--- config.mk ---
export PLATFORM = sky130hd
export DESIGN_NAME = axis_move_supervisor_flat
export DESIGN_NICKNAME = d
export VERILOG_FILES = /design/src/sv/amsup_pkg.sv /design/src/sv/amsup_req_if.sv /design/src/sv/amsup_res_if.sv /design/src/sv/amsup_cfg_if.sv /design/src/sv/amsup_cfg_regs.sv /design/src/sv/axis_move_supervisor.sv /design/src/flat_wrapper.sv
export SDC_FILE = /design/constraint.sdc
export NUM_CORES = 1
export LEC_CHECK = 0
export ABC_AREA = 1
export ABC_CLOCK_PERIOD_IN_PS = 9800
export BUFFER_PORTS_ARGS = -buffer_cell sky130_fd_sc_hd__buf_4
export CAP_MARGIN = 20
export CORE_UTILIZATION = 55
export DETAILED_ROUTE_END_ITERATION = 10
export GPL_TIMING_DRIVEN = 1
export PLACE_DENSITY_LB_ADDON = 0.05
export SLEW_MARGIN = 20
export SYNTH_ARGS = -nofsm -noshare
export SYNTH_HDL_FRONTEND = slang
export SYNTH_SLANG_ARGS = --single-unit
--- constraint.sdc ---
create_clock -name clk -period 9.8 [get_ports clk]
set_input_delay 0.98 -clock clk [delete_from_list [all_inputs] [get_ports clk]]
set_output_delay 0.98 -clock clk [all_outputs]
set_load 0.03 [all_outputs]
--- src/sv/amsup_pkg.sv ---
`timescale 1ns / 1ps
// ----------------------------------------------------------------------------
// Axis move supervisor package
// Shared codes, register indexes, reset values and the configuration
// register bundle used by the supervisor and its configuration bank.
// ----------------------------------------------------------------------------
package amsup_pkg;

  // Configuration port geometry.
  localparam int CFG_INDEX_BITS = 3;
  localparam int CFG_DATA_BITS  = 12;

  // Configuration register indexes.
  typedef enum logic [CFG_INDEX_BITS-1:0] {
    CFG_HOLD_TICKS     = 3'd0,
    CFG_BLANK_TICKS    = 3'd1,
    CFG_STALL_INTERVAL = 3'd2,
    CFG_STALL_DELTA    = 3'd3,
    CFG_MAX_Z_TARGET   = 3'd4,
    CFG_START_WINDOW   = 3'd5,
    CFG_ARRIVE_WINDOW  = 3'd6,
    CFG_TIMEOUT_MARGIN = 3'd7
  } cfg_index_t;

  // Configuration register reset values.
  localparam logic [7:0]  HOLD_TICKS_RST     = 8'd80;
  localparam logic [7:0]  BLANK_TICKS_RST    = 8'd50;
  localparam logic [7:0]  STALL_INTERVAL_RST = 8'd15;
  localparam logic [7:0]  STALL_DELTA_RST    = 8'd2;
  localparam logic [11:0] MAX_Z_TARGET_RST   = 12'd1350;
  localparam logic [7:0]  START_WINDOW_RST   = 8'd5;
  localparam logic [7:0]  ARRIVE_WINDOW_RST  = 8'd2;
  localparam logic [9:0]  TIMEOUT_MARGIN_RST = 10'd50;

  // Configuration register bundle.
  typedef struct packed {
    logic [7:0]  hold_ticks;
    logic [7:0]  blank_ticks;
    logic [7:0]  stall_interval;
    logic [7:0]  stall_delta;
    logic [11:0] max_z_target;
    logic [7:0]  start_window;
    logic [7:0]  arrive_window;
    logic [9:0]  timeout_margin;
  } cfg_t;

  // Request types.
  typedef enum logic [1:0] {
    REQ_TICK  = 2'd0,
    REQ_START = 2'd1,
    REQ_ABORT = 2'd2
  } req_type_t;

  // Axis codes.
  typedef enum logic [1:0] {
    AXIS_X = 2'd0,
    AXIS_Y = 2'd1,
    AXIS_Z = 2'd2,
    AXIS_NONE = 2'd3
  } axis_t;

  // Start responses.
  typedef enum logic [2:0] {
    RESP_ACCEPTED = 3'd0,
    RESP_ALREADY  = 3'd1,
    RESP_BAD_MODE = 3'd2,
    RESP_PWR_OFF  = 3'd3,
    RESP_BUSY     = 3'd4,
    RESP_BAD_POS  = 3'd5,
    RESP_NONE     = 3'd6
  } resp_t;

  // Move events.
  typedef enum logic [2:0] {
    EVT_NONE     = 3'd0,
    EVT_ARRIVED  = 3'd1,
    EVT_ABORTED  = 3'd2,
    EVT_KEY_REL  = 3'd3,
    EVT_OBSTACLE = 3'd4,
    EVT_TIMEOUT  = 3'd5,
    EVT_FINISHED = 3'd6
  } evt_t;

  // Driver modes.
  typedef enum logic [3:0] {
    DRV_OFF     = 4'd0,
    DRV_X_LEFT  = 4'd1,
    DRV_X_RIGHT = 4'd2,
    DRV_X_SHORT = 4'd3,
    DRV_Y_HOME  = 4'd4,
    DRV_Y_FIELD = 4'd5,
    DRV_Y_SHORT = 4'd6,
    DRV_Z_UP    = 4'd7,
    DRV_Z_DOWN  = 4'd8,
    DRV_Z_SHORT = 4'd9
  } drive_t;

  // Power code for level zero, and the floor used when Z moves up.
  localparam logic [2:0] POWER_LEVEL_ZERO = 3'd7;
  localparam logic [2:0] Z_UP_FLOOR       = 3'd2;

  // Distance bands for the power level.
  localparam int BAND_7 = 1000;
  localparam int BAND_6 = 500;
  localparam int BAND_5 = 400;
  localparam int BAND_4 = 300;
  localparam int BAND_3 = 200;
  localparam int BAND_2 = 100;
  localparam int BAND_1 = 50;

  localparam logic [7:0] STALL_TICKS_MAX = 8'd255;

endpackage

--- src/sv/amsup_req_if.sv ---
`timescale 1ns / 1ps
// ----------------------------------------------------------------------------
// Axis move supervisor request channel
// Valid/ready channel carrying one request item.
// ----------------------------------------------------------------------------
interface amsup_req_if #(
  parameter int POSITION_BITS = 12
);
  logic                     valid;
  logic                     ready;
  logic [1:0]               req_type;
  logic [1:0]               axis;
  logic [POSITION_BITS-1:0] target_dm;
  logic                     from_host;
  logic                     key_hold_required;
  logic [POSITION_BITS-1:0] position_dm;
  logic                     key_down;
  logic                     power_switch_on;
  logic                     in_command_mode;

  modport source (
    output valid, req_type, axis, target_dm, from_host, key_hold_required,
           position_dm, key_down, power_switch_on, in_command_mode,
    input  ready
  );
  modport sink (
    input  valid, req_type, axis, target_dm, from_host, key_hold_required,
           position_dm, key_down, power_switch_on, in_command_mode,
    output ready
  );
endinterface

--- src/sv/amsup_res_if.sv ---
`timescale 1ns / 1ps
// ----------------------------------------------------------------------------
// Axis move supervisor result channel
// Valid/ready channel carrying one result item.
// ----------------------------------------------------------------------------
interface amsup_res_if #(
  parameter int POSITION_BITS = 12
);
  logic                     valid;
  logic                     ready;
  logic [2:0]               response;
  logic [2:0]               move_event;
  logic [3:0]               drive_mode;
  logic [2:0]               power_code;
  logic                     report_host;
  logic [POSITION_BITS-1:0] report_position;
  logic                     busy_res;

  modport source (
    output valid, response, move_event, drive_mode, power_code, report_host,
           report_position, busy_res,
    input  ready
  );
  modport sink (
    input  valid, response, move_event, drive_mode, power_code, report_host,
           report_position, busy_res,
    output ready
  );
endinterface

--- src/sv/amsup_cfg_if.sv ---
`timescale 1ns / 1ps
// ----------------------------------------------------------------------------
// Axis move supervisor configuration channel
// Valid/ready write channel carrying a register index and write data.
// ----------------------------------------------------------------------------
interface amsup_cfg_if;
  logic                                valid;
  logic                                ready;
  logic [amsup_pkg::CFG_INDEX_BITS-1:0] index;
  logic [amsup_pkg::CFG_DATA_BITS-1:0]  data;

  modport source (output valid, index, data, input ready);
  modport sink (input valid, index, data, output ready);
endinterface

--- src/sv/amsup_cfg_regs.sv ---
`timescale 1ns / 1ps
// ----------------------------------------------------------------------------
// Axis move supervisor configuration bank
// Holds the eight configuration registers and decodes write transactions.
// ----------------------------------------------------------------------------
module amsup_cfg_regs (
  input  logic              clk,
  input  logic              rst,
  amsup_cfg_if.sink         cfg,
  output amsup_pkg::cfg_t   regs
);

  // Writes are always taken.
  assign cfg.ready = 1'b1;

  // Register bank with decode of the write index.
  always_ff @(posedge clk) begin
    if (rst) begin
      regs.hold_ticks     <= amsup_pkg::HOLD_TICKS_RST;
      regs.blank_ticks    <= amsup_pkg::BLANK_TICKS_RST;
      regs.stall_interval <= amsup_pkg::STALL_INTERVAL_RST;
      regs.stall_delta    <= amsup_pkg::STALL_DELTA_RST;
      regs.max_z_target   <= amsup_pkg::MAX_Z_TARGET_RST;
      regs.start_window   <= amsup_pkg::START_WINDOW_RST;
      regs.arrive_window  <= amsup_pkg::ARRIVE_WINDOW_RST;
      regs.timeout_margin <= amsup_pkg::TIMEOUT_MARGIN_RST;
    end else if (cfg.valid) begin
      unique case (amsup_pkg::cfg_index_t'(cfg.index))
        amsup_pkg::CFG_HOLD_TICKS:     regs.hold_ticks     <= cfg.data[7:0];
        amsup_pkg::CFG_BLANK_TICKS:    regs.blank_ticks    <= cfg.data[7:0];
        amsup_pkg::CFG_STALL_INTERVAL: regs.stall_interval <= cfg.data[7:0];
        amsup_pkg::CFG_STALL_DELTA:    regs.stall_delta    <= cfg.data[7:0];
        amsup_pkg::CFG_MAX_Z_TARGET:   regs.max_z_target   <= cfg.data[11:0];
        amsup_pkg::CFG_START_WINDOW:   regs.start_window   <= cfg.data[7:0];
        amsup_pkg::CFG_ARRIVE_WINDOW:  regs.arrive_window  <= cfg.data[7:0];
        amsup_pkg::CFG_TIMEOUT_MARGIN: regs.timeout_margin <= cfg.data[9:0];
        default: ;
      endcase
    end
  end

endmodule

--- src/sv/axis_move_supervisor.sv ---
`timescale 1ns / 1ps
// ----------------------------------------------------------------------------
// Axis move supervisor
// Checks start requests and supervises one axis move per tick, followed by
// a motor hold phase.
// ----------------------------------------------------------------------------
// Usage:
//   req carries start, tick and abort requests; res returns exactly one
//   result per request; cfg writes the eight configuration registers and
//   is always ready. Configure only while no request is in flight.
//   A request transaction is captured in an input register; when the result
//   register can take it, the decision logic updates the supervisor state and
//   loads the result register. Throughput is one request per cycle while the
//   receiver takes results: the input register refills in the same cycle it
//   hands its item to the result register.
//   When the receiver stalls, the result register holds its transaction,
//   the input register holds one more request, and req.ready then drops.
//   Reset clears both registers, idles the supervisor, disables the driver,
//   sets the power code to level zero and restores register defaults.
// ----------------------------------------------------------------------------
module axis_move_supervisor #(
  parameter int POSITION_BITS = 12,
  parameter int TIMER_BITS    = 14
) (
  input  logic       clk,
  input  logic       rst,
  amsup_req_if.sink  req,
  amsup_res_if.source res,
  amsup_cfg_if.sink  cfg
);

  // Width wide enough for every widened compare and the timeout sum.
  localparam int WB = ((POSITION_BITS + 1 > TIMER_BITS) ? POSITION_BITS + 1 : TIMER_BITS) + 1;
  localparam logic [TIMER_BITS-1:0] TIMER_MAX = '1;

  amsup_pkg::cfg_t regs;

  amsup_cfg_regs u_cfg_regs (
    .clk  (clk),
    .rst  (rst),
    .cfg  (cfg),
    .regs (regs)
  );

  // Input register.
  logic                     in_valid;
  logic [1:0]               in_req_type;
  logic [1:0]               in_axis;
  logic [POSITION_BITS-1:0] in_target;
  logic                     in_from_host;
  logic                     in_key_req;
  logic [POSITION_BITS-1:0] in_pos;
  logic                     in_key;
  logic                     in_pwr_on;
  logic                     in_cmd_mode;

  logic advance;

  assign advance   = in_valid && (!res.valid || res.ready);
  assign req.ready = !in_valid || advance;

  always_ff @(posedge clk) begin
    if (rst) begin
      in_valid <= 1'b0;
    end else if (req.valid && req.ready) begin
      in_valid <= 1'b1;
    end else if (advance) begin
      in_valid <= 1'b0;
    end
  end

  always_ff @(posedge clk) begin
    if (req.valid && req.ready) begin
      in_req_type  <= req.req_type;
      in_axis      <= req.axis;
      in_target    <= req.target_dm;
      in_from_host <= req.from_host;
      in_key_req   <= req.key_hold_required;
      in_pos       <= req.position_dm;
      in_key       <= req.key_down;
      in_pwr_on    <= req.power_switch_on;
      in_cmd_mode  <= req.in_command_mode;
    end
  end

  // Supervisor state.
  logic                     move_active, move_active_next;
  logic                     hold_phase, hold_phase_next;
  logic [1:0]               move_axis, move_axis_next;
  logic [POSITION_BITS-1:0] move_target, move_target_next;
  logic                     host_started, host_started_next;
  logic                     key_mode, key_mode_next;
  logic                     abort_pending, abort_pending_next;
  logic [TIMER_BITS-1:0]    run_ticks, run_ticks_next;
  logic [TIMER_BITS-1:0]    run_limit, run_limit_next;
  logic [7:0]               stall_ticks, stall_ticks_next;
  logic [POSITION_BITS-1:0] stall_position, stall_position_next;
  logic [2:0]               power_floor, power_floor_next;
  logic [7:0]               hold_count, hold_count_next;
  logic [3:0]               drive_reg, drive_reg_next;
  logic [2:0]               power_reg, power_reg_next;

  // Result of the current item.
  logic [2:0]               response;
  logic [2:0]               event_code;
  logic [POSITION_BITS-1:0] report_pos;

  // Shared distance terms.
  logic [POSITION_BITS-1:0] aim_target;
  logic [POSITION_BITS-1:0] span;
  logic [WB-1:0]            dist_w;
  logic                     below;
  logic [POSITION_BITS-1:0] stall_move;
  logic [WB-1:0]            limit_sum;
  logic [2:0]               band_level;
  logic [2:0]               level;
  logic [TIMER_BITS-1:0]    run_inc;
  logic [7:0]               stall_inc;
  logic [7:0]               hold_dec;

  // A start measures against its own target, a tick against the armed move.
  assign aim_target = (in_req_type == amsup_pkg::REQ_START) ? in_target : move_target;
  assign below      = aim_target < in_pos;
  assign span       = below ? (in_pos - aim_target) : (aim_target - in_pos);
  assign dist_w     = WB'(span);
  assign stall_move = (in_pos > stall_position) ? (in_pos - stall_position)
                                                : (stall_position - in_pos);
  assign limit_sum  = ((in_axis == amsup_pkg::AXIS_Z) ? (dist_w << 1) : dist_w)
                      + WB'(regs.timeout_margin);
  assign run_inc    = (run_ticks < TIMER_MAX) ? run_ticks + 1'b1 : run_ticks;
  assign stall_inc  = (stall_ticks < amsup_pkg::STALL_TICKS_MAX) ? stall_ticks + 8'd1
                                                                 : stall_ticks;
  assign hold_dec   = (hold_count != 8'd0) ? hold_count - 8'd1 : hold_count;

  // Power level from the distance band, raised to the floor.
  always_comb begin
    priority if (dist_w > WB'(amsup_pkg::BAND_7)) band_level = 3'd7;
    else if (dist_w > WB'(amsup_pkg::BAND_6)) band_level = 3'd6;
    else if (dist_w > WB'(amsup_pkg::BAND_5)) band_level = 3'd5;
    else if (dist_w > WB'(amsup_pkg::BAND_4)) band_level = 3'd4;
    else if (dist_w > WB'(amsup_pkg::BAND_3)) band_level = 3'd3;
    else if (dist_w > WB'(amsup_pkg::BAND_2)) band_level = 3'd2;
    else if (dist_w > WB'(amsup_pkg::BAND_1)) band_level = 3'd1;
    else band_level = 3'd0;
    level = (band_level < power_floor) ? power_floor : band_level;
  end

  // Decision logic for one item.
  always_comb begin
    move_active_next    = move_active;
    hold_phase_next     = hold_phase;
    move_axis_next      = move_axis;
    move_target_next    = move_target;
    host_started_next   = host_started;
    key_mode_next       = key_mode;
    abort_pending_next  = abort_pending;
    run_ticks_next      = run_ticks;
    run_limit_next      = run_limit;
    stall_ticks_next    = stall_ticks;
    stall_position_next = stall_position;
    power_floor_next    = power_floor;
    hold_count_next     = hold_count;
    drive_reg_next      = drive_reg;
    power_reg_next      = power_reg;
    response            = amsup_pkg::RESP_NONE;
    event_code          = amsup_pkg::EVT_NONE;
    report_pos          = '0;

    if (in_req_type == amsup_pkg::REQ_START) begin
      // Start checks in priority order.
      priority if (in_from_host && !in_cmd_mode) begin
        response = amsup_pkg::RESP_BAD_MODE;
      end else if (!in_pwr_on) begin
        response = amsup_pkg::RESP_PWR_OFF;
      end else if (move_active) begin
        response = amsup_pkg::RESP_BUSY;
      end else if (in_axis == amsup_pkg::AXIS_NONE ||
                   (in_axis == amsup_pkg::AXIS_Z &&
                    WB'(in_target) > WB'(regs.max_z_target))) begin
        response = amsup_pkg::RESP_BAD_POS;
      end else if (dist_w < WB'(regs.start_window)) begin
        response = amsup_pkg::RESP_ALREADY;
      end else begin
        response           = amsup_pkg::RESP_ACCEPTED;
        move_active_next   = 1'b1;
        hold_phase_next    = 1'b0;
        move_axis_next     = in_axis;
        move_target_next   = in_target;
        host_started_next  = in_from_host;
        key_mode_next      = in_key_req;
        abort_pending_next = 1'b0;
        run_ticks_next     = '0;
        power_floor_next   = '0;
        hold_count_next    = regs.hold_ticks;
        run_limit_next     = (limit_sum > WB'(TIMER_MAX)) ? TIMER_MAX
                                                          : limit_sum[TIMER_BITS-1:0];
      end
    end else if (in_req_type == amsup_pkg::REQ_ABORT) begin
      abort_pending_next = 1'b1;
    end else if (move_active && hold_phase) begin
      // Hold phase: count down unless a held key pauses it.
      if (!(key_mode && in_key)) begin
        hold_count_next = hold_dec;
        if (hold_dec == 8'd0) begin
          drive_reg_next   = amsup_pkg::DRV_OFF;
          hold_phase_next  = 1'b0;
          move_active_next = 1'b0;
          event_code       = amsup_pkg::EVT_FINISHED;
        end
      end
    end else if (move_active) begin
      // Running move.
      run_ticks_next   = run_inc;
      stall_ticks_next = stall_inc;
      priority if (abort_pending) begin
        event_code = amsup_pkg::EVT_ABORTED;
      end else if (key_mode && !in_key) begin
        event_code = amsup_pkg::EVT_KEY_REL;
      end else begin
        if (WB'(run_inc) > WB'(regs.blank_ticks)) begin
          if (stall_inc > regs.stall_interval) begin
            if (WB'(stall_move) > WB'(regs.stall_delta)) begin
              stall_ticks_next    = '0;
              stall_position_next = in_pos;
            end else begin
              event_code = amsup_pkg::EVT_OBSTACLE;
            end
          end
        end else begin
          stall_ticks_next    = '0;
          stall_position_next = in_pos;
        end
        if (event_code == amsup_pkg::EVT_NONE && run_inc > run_limit) begin
          event_code = amsup_pkg::EVT_TIMEOUT;
        end
        if (event_code == amsup_pkg::EVT_NONE) begin
          power_reg_next = amsup_pkg::POWER_LEVEL_ZERO - level;
          if (dist_w < WB'(regs.arrive_window)) begin
            event_code = amsup_pkg::EVT_ARRIVED;
            report_pos = in_pos;
          end else if (below) begin
            priority if (move_axis == amsup_pkg::AXIS_X) begin
              power_floor_next = '0;
              drive_reg_next   = amsup_pkg::DRV_X_RIGHT;
            end else if (move_axis == amsup_pkg::AXIS_Y) begin
              power_floor_next = '0;
              drive_reg_next   = amsup_pkg::DRV_Y_HOME;
            end else begin
              power_floor_next = amsup_pkg::Z_UP_FLOOR;
              drive_reg_next   = amsup_pkg::DRV_Z_UP;
            end
          end else begin
            power_floor_next = '0;
            priority if (move_axis == amsup_pkg::AXIS_X) begin
              drive_reg_next = amsup_pkg::DRV_X_LEFT;
            end else if (move_axis == amsup_pkg::AXIS_Y) begin
              drive_reg_next = amsup_pkg::DRV_Y_FIELD;
            end else begin
              drive_reg_next = amsup_pkg::DRV_Z_DOWN;
            end
          end
        end
      end
      // Any end of the move enters the hold phase with the motor shorted.
      if (event_code != amsup_pkg::EVT_NONE) begin
        hold_phase_next = 1'b1;
        priority if (move_axis == amsup_pkg::AXIS_X) begin
          drive_reg_next = amsup_pkg::DRV_X_SHORT;
        end else if (move_axis == amsup_pkg::AXIS_Y) begin
          drive_reg_next = amsup_pkg::DRV_Y_SHORT;
        end else begin
          drive_reg_next = amsup_pkg::DRV_Z_SHORT;
        end
      end
    end
  end

  // Control state.
  always_ff @(posedge clk) begin
    if (rst) begin
      move_active    <= 1'b0;
      hold_phase     <= 1'b0;
      move_axis      <= '0;
      move_target    <= '0;
      host_started   <= 1'b0;
      key_mode       <= 1'b0;
      abort_pending  <= 1'b0;
      run_ticks      <= '0;
      run_limit      <= '0;
      stall_ticks    <= '0;
      stall_position <= '0;
      power_floor    <= '0;
      hold_count     <= '0;
      drive_reg      <= amsup_pkg::DRV_OFF;
      power_reg      <= amsup_pkg::POWER_LEVEL_ZERO;
    end else if (advance) begin
      move_active    <= move_active_next;
      hold_phase     <= hold_phase_next;
      move_axis      <= move_axis_next;
      move_target    <= move_target_next;
      host_started   <= host_started_next;
      key_mode       <= key_mode_next;
      abort_pending  <= abort_pending_next;
      run_ticks      <= run_ticks_next;
      run_limit      <= run_limit_next;
      stall_ticks    <= stall_ticks_next;
      stall_position <= stall_position_next;
      power_floor    <= power_floor_next;
      hold_count     <= hold_count_next;
      drive_reg      <= drive_reg_next;
      power_reg      <= power_reg_next;
    end
  end

  // Result register.
  always_ff @(posedge clk) begin
    if (rst) begin
      res.valid <= 1'b0;
    end else if (advance) begin
      res.valid <= 1'b1;
    end else if (res.ready) begin
      res.valid <= 1'b0;
    end
  end

  always_ff @(posedge clk) begin
    if (advance) begin
      res.response        <= response;
      res.move_event      <= event_code;
      res.drive_mode      <= drive_reg_next;
      res.power_code      <= power_reg_next;
      res.report_host     <= (event_code >= amsup_pkg::EVT_ARRIVED &&
                              event_code <= amsup_pkg::EVT_TIMEOUT) ? host_started : 1'b0;
      res.report_position <= report_pos;
      res.busy_res        <= move_active_next;
    end
  end

  // Checks.
  a_hold_needs_move: assert property (@(posedge clk) disable iff (rst)
    hold_phase |-> move_active)
    else $error("hold phase without an active move");

  a_finish_idles: assert property (@(posedge clk) disable iff (rst)
    res.valid && res.move_event == amsup_pkg::EVT_FINISHED |-> !res.busy_res)
    else $error("finished event reported while still busy");

  a_stall_only_when_full: assert property (@(posedge clk) disable iff (rst)
    !req.ready |-> in_valid && res.valid && !res.ready)
    else $error("request channel stalled without a full pipeline");

  a_reset_clears_result: assert property (@(posedge clk)
    rst |=> !res.valid && !move_active)
    else $error("result or move survived reset");

endmodule

--- src/flat_wrapper.sv ---
// flat-port wrapper written by rule: the top's interface ports become plain ports
module axis_move_supervisor_flat 
#(
  parameter int POSITION_BITS = 12,
  parameter int TIMER_BITS    = 14
)
  (clk, rst, req_valid, req_req_type, req_axis, req_target_dm, req_from_host, req_key_hold_required, req_position_dm, req_key_down, req_power_switch_on, req_in_command_mode, req_ready, res_valid, res_response, res_move_event, res_drive_mode, res_power_code, res_report_host, res_report_position, res_busy_res, res_ready, cfg_valid, cfg_index, cfg_data, cfg_ready);
  amsup_req_if #(.POSITION_BITS(POSITION_BITS)) req_i ();
  amsup_res_if #(.POSITION_BITS(POSITION_BITS)) res_i ();
  amsup_cfg_if cfg_i ();
  input  logic clk;
  input  logic rst;
  input wire logic [$bits(req_i.valid)-1:0] req_valid;
  input wire logic [$bits(req_i.req_type)-1:0] req_req_type;
  input wire logic [$bits(req_i.axis)-1:0] req_axis;
  input wire logic [$bits(req_i.target_dm)-1:0] req_target_dm;
  input wire logic [$bits(req_i.from_host)-1:0] req_from_host;
  input wire logic [$bits(req_i.key_hold_required)-1:0] req_key_hold_required;
  input wire logic [$bits(req_i.position_dm)-1:0] req_position_dm;
  input wire logic [$bits(req_i.key_down)-1:0] req_key_down;
  input wire logic [$bits(req_i.power_switch_on)-1:0] req_power_switch_on;
  input wire logic [$bits(req_i.in_command_mode)-1:0] req_in_command_mode;
  output wire logic [$bits(req_i.ready)-1:0] req_ready;
  output wire logic [$bits(res_i.valid)-1:0] res_valid;
  output wire logic [$bits(res_i.response)-1:0] res_response;
  output wire logic [$bits(res_i.move_event)-1:0] res_move_event;
  output wire logic [$bits(res_i.drive_mode)-1:0] res_drive_mode;
  output wire logic [$bits(res_i.power_code)-1:0] res_power_code;
  output wire logic [$bits(res_i.report_host)-1:0] res_report_host;
  output wire logic [$bits(res_i.report_position)-1:0] res_report_position;
  output wire logic [$bits(res_i.busy_res)-1:0] res_busy_res;
  input wire logic [$bits(res_i.ready)-1:0] res_ready;
  input wire logic [$bits(cfg_i.valid)-1:0] cfg_valid;
  input wire logic [$bits(cfg_i.index)-1:0] cfg_index;
  input wire logic [$bits(cfg_i.data)-1:0] cfg_data;
  output wire logic [$bits(cfg_i.ready)-1:0] cfg_ready;
  assign req_i.valid = req_valid;
  assign req_i.req_type = req_req_type;
  assign req_i.axis = req_axis;
  assign req_i.target_dm = req_target_dm;
  assign req_i.from_host = req_from_host;
  assign req_i.key_hold_required = req_key_hold_required;
  assign req_i.position_dm = req_position_dm;
  assign req_i.key_down = req_key_down;
  assign req_i.power_switch_on = req_power_switch_on;
  assign req_i.in_command_mode = req_in_command_mode;
  assign req_ready = req_i.ready;
  assign res_valid = res_i.valid;
  assign res_response = res_i.response;
  assign res_move_event = res_i.move_event;
  assign res_drive_mode = res_i.drive_mode;
  assign res_power_code = res_i.power_code;
  assign res_report_host = res_i.report_host;
  assign res_report_position = res_i.report_position;
  assign res_busy_res = res_i.busy_res;
  assign res_i.ready = res_ready;
  assign cfg_i.valid = cfg_valid;
  assign cfg_i.index = cfg_index;
  assign cfg_i.data = cfg_data;
  assign cfg_ready = cfg_i.ready;
  axis_move_supervisor #(.POSITION_BITS(POSITION_BITS), .TIMER_BITS(TIMER_BITS)) u_core (.clk(clk), .rst(rst), .req(req_i), .res(res_i), .cfg(cfg_i));
endmodule
==> results of run 1 <==
-- cells in the final DEF (no fill, tap or decap), types with 12 or more instances in the layout --
cell / count
nand3_1: 84
nor2_1: 170
xor2_1: 28
nor3_1: 15
clkbuf_16: 25
nand2_2: 12
a21oi_1: 202
o21ai_0: 146
nand4_1: 24
inv_1: 291
ha_1: 123
edfxtp_1: 60
o211ai_1: 20
buf_4: 87
dfxtp_1: 155
nand2_1: 428
-- cells by family after synthesis --
| family | synth area share |
|---|---|
| XOR/XNOR | 0.0243 |
| flip-flops | 0.349 |
| adder cells (fa/ha/maj) | 0.117 |
| AO/OA/AOI/OAI | 0.169 |
| multiplexers | 0.00214 |
| AND/OR/NAND/NOR | 0.238 |
| other | 0.000267 |
| buffers and inverters | 0.100 |
-- path summary, 6_finish.rpt --
| check | start | end | slack [ns] | cells past startpoint |
|---|---|---|---|---|
| max | u_core.in_req_type[0]$_DFFE_PP_ | u_core.move_target[9]$_SDFFE_PP0P_ | 3.89 | 27 |
| min | u_core.u_cfg_regs.regs[69]$_SDFFE_PP0P_ | u_core.u_cfg_regs.regs[69]$_SDFFE_PP0P_ | 0.45 | 2 |
| min reg2reg | u_core.u_cfg_regs.regs[69]$_SDFFE_PP0P_ | u_core.u_cfg_regs.regs[69]$_SDFFE_PP0P_ | 0.45 | 2 |
| max reg2reg | u_core.in_req_type[0]$_DFFE_PP_ | u_core.move_target[9]$_SDFFE_PP0P_ | 3.89 | 27 |
-- layer usage --
| layer | GRT usage | up-vias | wire length (µm) |
|---|---|---|---|
| met5 | 0 | - | 0 |
| met4 | 0.0836 | 0 | 903 |
| met3 | 0.0347 | 63 | 1900 |
| met2 | 0.474 | 302 | 17200 |
| met1 | 0.403 | 5901 | 18000 |
| li1 | - | 6487 | - |
-- area by class of cell --
type                            instances  area, µm²  area share
Clock buffer                           38        748      0.0476
Clock inverter                          8       91.3     0.00582
Sequential cell                       215       4900       0.312
Inverter                              308       1160      0.0741
Multi-Input combinational cell       1371       7730       0.492
Timing Repair Buffer                   87        653      0.0416
Tap cell                              330        413      0.0263
-- metrics by stage --
stage	area, µm²	util
after CTS	15700	0.625
after global placement	14900	0.592
after detailed placement	14900	0.592
final	15700	0.625
after global routing	15700	0.625
after floorplan	14000	-
-- power groups by stage --
stage / logic (mW) / registers [mW] / clock network, mW
2_1_floorplan: 0.372 / 0.990 / 0
3_3_place_gp: 0.517 / 0.986 / 0
3_5_place_dp: 0.523 / 0.986 / 0
4_1_cts: 0.526 / 0.967 / 0.956
5_1_grt: 0.598 / 0.970 / 0.990
6_report: 0.528 / 0.968 / 0.939
-- worst reg2reg max path: stages (launching register included) --
cell and delay, ns:
edfxtp_1 0.41, nand2_1 0.09, buf_4 0.48, clkinv_1 0.63, nand2_1 0.18, nand2_1 0.11
ha_1 0.35, nand2_1 0.10, inv_1 0.04, a21oi_1 0.33, nand3_4 0.26, inv_4 0.18
nand2_1 0.08, nand2_2 0.16, inv_1 0.12, ha_1 0.31, nand2_1 0.05, o21ai_0 0.16
a21oi_1 0.09, o21bai_1 0.12, a21oi_1 0.07, o21bai_1 0.21, nor2_4 0.06, inv_2 0.06
nand2_2 0.14, inv_2 0.63, o21ai_0 0.21, a21oi_1 0.16
==> key figures, run 1 <==
Status
  – Status: finished clean

Yosys
  – Synthesis-stage register bit count: 215
  – Main synth FF type: dfxtp_1
  – Mapped cell area: 14000 µm²
  – Syn Inst Count: 1946
  – Distinct cells, synth: 55
  – Sequential share of the synthesized area: 0.349
  – Top post-synthesis cells by count: 428 x nand2_1, 291 x inv_1, 202 x a21oi_1, 170 x nor2_1, 155 x dfxtp_1
  – Synth top area cells: dfxtp_1 22%, edfxtp_1 13%, nand2_1 11%
  – Synth warn: 0
  – Leading area contributor after synthesis: dfxtp_1
  – Synth top area share: 0.221
  – Number of synthesized flops with an enable pin: 60
  – Mean Syn Cell Area: 7.21 µm²
  – Asr flop ratio synth: 0
  – Count leader, synth: nand2_1
  – Mapped Nets: 2127

Power and ir drop
  – Worst IR Drop VDD: 0.000139 V
  – Design Power: 2.43 mW
  – Psw: 0.752 mW
  – Clock power frac: 0.386
  – Comb pwr share: 0.217
  – Pwr per Cell Area: 155 nW/µm²
  – Pleak: 7.33 nW
  – Switching share of power: 0.309
  – Flop pwr share: 0.397
  – Internal cell power: 1.68 mW

Clocking
  – Worst-skew pair later-pin latency: 0.54 ns
  – Clock sink count: 215
  – CTS resizes: 0
  – Buffer count from post-CTS setup fixing: 0
  – CTS hold repair buffers: 0
  – Clk slew on worst S/H paths: 0.06 ns
  – CTS tree: done
  – Clock tree root driver cell: clkbuf_16
  – Longest Clk Path Bufs: 3
  – CTS Buf Count: 25
  – Htree depth: 1

Routing
  – Drt initial violations: 840
  – Via density: 5.41
  – TritonRoute pass-1 iters: 5
  – DRC: 0
  – Detailed-route via count: 12.8k
  – Final WL: 38000 µm
  – Routed length per placed instance: 16.1 µm
  – Antenna-violating nets left: 0

Placed design
  – Routability congestion estimate: 0.916
  – Post-DP HPWL: 29100 µm
  – Placed Cells: 2311
  – I/O Buffers: 81
  – Pre-CTS WS: 4.00 ns

Global routing
  – First-pass GRT wire length: 60200 µm
  – Largest net degree at the start of global routing: 109
  – Total GRT Usage: 0.290
  – Vias in the first global route: 11.9k
  – Initial antenna violation count: 0
  – Grt ovf: 0

Critical path
  – Worst setup path category: flip-flop to flip-flop
  – CP most frequent cell: nand2_1
  – WP data arrival: 6.36 ns
  – Crit path buffers/inverters: 7
  – Crit path max-delay family: buffers and inverters
  – Slowest stage cell, crit path: inv_2
  – CP startpoint kind: flip-flop
  – Req. time, crit path: 10.26 ns
  – Crit Path Max Fanout: 51
  – CP endpoint kind: flip-flop
  – Crit path largest cell delay: 0.63 ns

Worst hold path
  – Worst hold path class: flip-flop to flip-flop

STA
  – Final setup TNS: 0 ns
  – Min Clock Period, post-route: 5.91 ns
  – Worst-Margin Slew: 0.980 ns
  – F_max: 169 MHz
  – Final Setup Violations: 0
  – Clock Skew: 0.0151 ns
  – Fin Hold WS: 0.451 ns
  – Slew HR: 0.347
  – Pins Over Slew Limit: 0
  – RSZ-0062 raised after global routing: no
  – Fin. Hold Viols: 0
  – Final WS setup: 3.89 ns
  – Final Cycle Share: 0.603

Job
  – Max-cap viol count: 0

Die
  – Die area: 26200 µm²
  – Placement row count: 58
  – Die X: 162 µm
  – Core footprint: 25100 µm²
  – Num ports: 83
  – Die height: 162 µm
  – Initial core utilization: 0.559

Final layout
  – Max reg flops: 70
  – Largest regs: u_core.u_cfg_regs.regs: 70 flops, u_core.run_limit: 14 flops, u_core.run_ticks: 14 flops
  – Ant. Diodes: 0
  – Layout area overhead: 11.9%
  – Fill cell count: 2327
  – Top reg by flops: u_core.u_cfg_regs.regs
  – Layout cell share with drive strength beyond 1: 0.0957
  – Final net count: 2189
  – Final cell count without fillers: 2357
Power figures use the tool's default switching activity.
==> run 2, diff against run 1 <==
--- a/config.mk
+++ b/config.mk
@@ -5,8 +5,8 @@
 export SDC_FILE = /design/constraint.sdc
 export NUM_CORES = 1
 export LEC_CHECK = 0
-export ABC_AREA = 1
-export ABC_CLOCK_PERIOD_IN_PS = 9800
+export ABC_AREA = 0
+export ABC_CLOCK_PERIOD_IN_PS = 4750
 export BUFFER_PORTS_ARGS = -buffer_cell sky130_fd_sc_hd__buf_4
 export CAP_MARGIN = 20
 export CORE_UTILIZATION = 55
==> constraint.sdc (replaced) <==
create_clock -name clk -period 4.75 [get_ports clk]
set_input_delay 0.475 -clock clk [delete_from_list [all_inputs] [get_ports clk]]
set_output_delay 0.475 -clock clk [all_outputs]
set_load 0.03 [all_outputs]
==> run 2 against run 1 <==
The flow now finishes with violations (negative setup slack). Die area fell by 1.8%. Global-route usage increased by 1.6 points. Core utilization rose by 13 points. First-iteration DRC count up 28%. Synthesized cell count is 13% lower. Via count increased by 3.2%. Final cell count fell by 3.1%. Clock skew grew 0.0012 ns. Sequential share of layout area is 4.7 points lower. Critical path type unchanged. Largest power group unchanged.
==> key figures, run 2 <==
Status
  – Status: finished, violations left
  – Failing checks: negative setup slack

Global routing
  – Initial antenna violation count: 0 (unchanged)
  – First-pass GRT wire length: 63100 µm (+4.7%)
  – Grt ovf: 0 (unchanged)
  – Largest net degree at the start of global routing: 86 (-21%)
  – Total GRT Usage: 0.306 (+0.0157)
  – Vias in the first global route: 11.9k (-0.0084%)

Final layout
  – Largest regs: u_core.u_cfg_regs.regs: 70 flops, u_core.run_limit: 14 flops, u_core.run_ticks: 14 flops
  – Ant. Diodes: 0 (unchanged)
  – Max reg flops: 70 (unchanged)
  – Top reg by flops: u_core.u_cfg_regs.regs
  – Layout area overhead: 34.3%
  – Fill cell count: 1834 (-21%)
  – Design area: 18500 µm² (+18%)
  – Final net count: 2123 (-3.0%)
  – Most frequent cells in the layout: 275 x buf_4, 229 x nand2_1, 155 x dfxtp_1, 125 x inv_1, 122 x a21oi_1
  – Final cell count without fillers: 2284 (-3.1%)
  – Most common cell after layout, fill and taps aside: buf_4
  – Layout cell share with drive strength beyond 1: 0.299 (+0.204)

Yosys
  – Mean Syn Cell Area: 8.19 µm² (+13%)
  – Synthesis-stage register bit count: 215 (unchanged)
  – Post-synthesis mux area share: 0.0326 (+0.0304)
  – Distinct cells, synth: 81 (+47%)
  – Top post-synthesis cells by count: 278 x nand2_1, 174 x a21oi_1, 155 x dfxtp_1, 131 x inv_1, 123 x ha_1
  – Largest family of logic cells by synthesized area: simple AND/OR/NAND/NOR gates
  – Main synth FF type: dfxtp_1
  – Number of synthesized flops with an enable pin: 60 (unchanged)
  – Synth warn: 0 (unchanged)
  – Mapped Nets: 1865 (-12%)
  – Mapped cell area: 13800 µm² (-1.8%)
  – XOR/XNOR share of the synthesized area: 0.0279 (+0.00362)
  – Asr flop ratio synth: 0 (unchanged)
  – Synth Area in Compound Gates: 0.185 (+0.0161)
  – Synth top area share: 0.225 (+0.00401)
  – Sequential share of the synthesized area: 0.356 (+0.00634)
  – Simple-Gate Fraction of Synth Area: 0.216 (-0.0219)
  – Synth top area cells: dfxtp_1 23%, edfxtp_1 13%, ha_1 11%
  – Count leader, synth: nand2_1
  – Syn Inst Count: 1684 (-13%)
  – Synth Area in Adders: 0.119 (+0.00212)
  – Leading area contributor after synthesis: dfxtp_1

Power and ir drop
  – Psw: 1.48 mW (+97%)
  – Flop pwr share: 0.385 (-0.012)
  – Pleak: 7.65 nW (+4.3%)
  – Worst IR Drop VDD: 0.000360 V (+160%)
  – Switching share of power: 0.289 (-0.0197)
  – Internal cell power: 3.64 mW (+120%)
  – Pwr per Cell Area: 276 nW/µm² (+78%)
  – Comb pwr share: 0.236 (+0.019)
  – Clock power frac: 0.379 (-0.007)

STA
  – Pins Over Slew Limit: 0 (unchanged)
  – Final WS setup: -0.113 ns (-4.01 ns)
  – Fin. Hold Viols: 0 (unchanged)
  – Clock Skew: 0.0163 ns (+0.00119 ns)
  – Slew HR: 0.248 (-0.0982)
  – Final Setup Violations: 49 (+49)
  – F_max: 206 MHz (+21%)
  – RSZ-0062 raised after global routing: yes
  – Worst-Margin Slew: 1.13 ns (+0.147 ns)
  – Final setup TNS: -1.69 ns (-1.69 ns)
  – Final Cycle Share: 1.02 (+0.421)
  – Min Clock Period, post-route: 4.86 ns (-1.04 ns)

Routing
  – DRC: 0 (unchanged)
  – Routed wl met2: 19400 µm (+13%)
  – Final WL: 42900 µm (+13%)
  – Via density: 5.76 (+6.5%)
  – Routed length per placed instance: 18.8 µm (+17%)
  – Drt initial violations: 1072 (+28%)
  – Antenna-violating nets left: 0 (unchanged)
  – Routed length on met3: 2740 µm (+44%)
  – Met1 WL: 19600 µm (+9.2%)
  – TritonRoute pass-1 iters: 5 (unchanged)
  – Detailed-route via count: 13.2k (+3.2%)
  – DR top layer: met4

Placed design
  – Placed cell areas: 16000 µm² (+7.8%)
  – Placed Cells: 2200 (-4.8%)
  – Routability congestion estimate: 0.942 (+2.8%)
  – Pre-CTS WS: -0.459 ns (-4.46 ns)
  – I/O Buffers: 81 (unchanged)
  – Post-DP HPWL: 29900 µm (+2.9%)

Die
  – Die height: 160 µm (-0.88%)
  – Num ports: 83 (unchanged)
  – Initial core utilization: 0.564 (+0.00455)
  – Placement row count: 57 (-1.7%)
  – Die X: 160 µm (-0.88%)
  – Core footprint: 24500 µm² (-2.6%)
  – Die area: 25700 µm² (-1.8%)

Clocking
  – Clock sink count: 215 (unchanged)
  – CTS tree: done
  – Longest Clk Path Bufs: 3 (unchanged)
  – Worst-skew pair later-pin latency: 0.53 ns (about the same)
  – Htree depth: 1 (unchanged)
  – CTS Buf Count: 25 (unchanged)
  – Clk slew on worst S/H paths: 0.06 ns (about the same)
  – Clock tree root driver cell: clkbuf_16
  – CTS hold repair buffers: 0 (unchanged)

Critical path
  – Worst setup path category: flip-flop to flip-flop
  – CP endpoint kind: flip-flop
  – WP data arrival: 5.29 ns (-1.07 ns)
  – Req. time, crit path: 5.18 ns (-5.08 ns)
  – CP startpoint kind: flip-flop
  – R2R Setup Slk: -0.11 ns (-4.01 ns)
  – Crit Path Max Fanout: 8 (-84%)

Job
  – Max-cap viol count: 0 (unchanged)

Worst hold path
  – Worst hold path class: input port to flip-flop
[run 2: path summary, 6_finish.rpt]
check | start | to | depth (start not counted)
max | u_core.in_req_type[1]$_DFFE_PP_ | u_core.run_limit[11]$_SDFFE_PP0P_ | 23
min | req_target_dm[11] | u_core.in_target[11]$_DFFE_PP_ | 1
max reg2reg | u_core.in_req_type[1]$_DFFE_PP_ | u_core.run_limit[11]$_SDFFE_PP0P_ | 23
min reg2reg | u_core.u_cfg_regs.regs[53]$_SDFFE_PP0P_ | u_core.u_cfg_regs.regs[53]$_SDFFE_PP0P_ | 2
[run 2: power groups by stage]
stage | combinational [mW] | clock [mW] | sequential, mW
6_report | 1.21 | 1.94 | 1.97
3_3_place_gp | 1.02 | 0 | 2.00
5_1_grt | 1.31 | 2.01 | 1.97
4_1_cts | 1.08 | 1.96 | 1.97
2_1_floorplan | 0.629 | 0 | 2.01
3_5_place_dp | 1.03 | 0 | 2.00
[run 2: area by class of cell]
cell class                      instances  area [µm²]  share of cell area
Timing Repair Buffer                  311        2650               0.143
Multi-Input combinational cell       1257        9230               0.499
Clock inverter                         11         111             0.00601
Clock buffer                           34         711              0.0384
Tap cell                              324         405              0.0219
Inverter                              132         498              0.0269
Sequential cell                       215        4900               0.265
[run 2: cell families after synthesis]
family | count (synthesis)
adders and majority gates | 128
muxes | 42
other | 1
buffers and inverters | 213
AOI/OAI and AO/OA | 407
and+or+nand+nor | 634
xor gates and xnor gates | 44
DFF | 215
[run 2: repair_timing]
| action | 4_1_cts | 5_1_grt |
|---|---|---|
| resized for setup | 57 | 243 |
| gates cloned | 2 | 9 |
| endpoints found under the setup margin | 106 | 107 |
| setup buffers | 6 | 23 |
| pin swaps | 23 | 127 |
[run 2: per-stage QoR]
stage          hold WS, ns  power (mW)  utilization
4_1_cts              0.105        5.00        0.703
6_report             0.116        5.12        0.757
3_3_place_gp         0.442        3.02        0.655
2_1_floorplan        0.432        2.64            -
3_5_place_dp         0.446        3.04        0.655
5_1_grt              0.107        5.30        0.757
[run 2: layer usage]
layer / up-vias / global-route usage
li1: 6383 / -
met1: 6272 / 0.443
met2: 442 / 0.488
met3: 69 / 0.0356
met4: 0 / 0.0710
met5: - / 0
[run 2: critical path, cell delays in order (launching register included)]
cell	delay, ns
edfxtp_1	0.46
nand2b_4	0.21
o21ai_1	0.20
nor2_1	0.09
fa_2	0.37
nor2b_4	0.17
o21ai_4	0.10
a211o_4	0.34
nand3_4	0.10
nand2_4	0.07
inv_4	0.07
ha_4	0.19
a21boi_2	0.16
o21a_1	0.18
o21a_1	0.19
o211ai_1	0.19
a21oi_1	0.10
or3_4	0.35
o41ai_4	0.26
or3_4	0.23
or2_4	0.26
buf_12	0.18
a211oi_4	0.05
a211oi_2	0.21
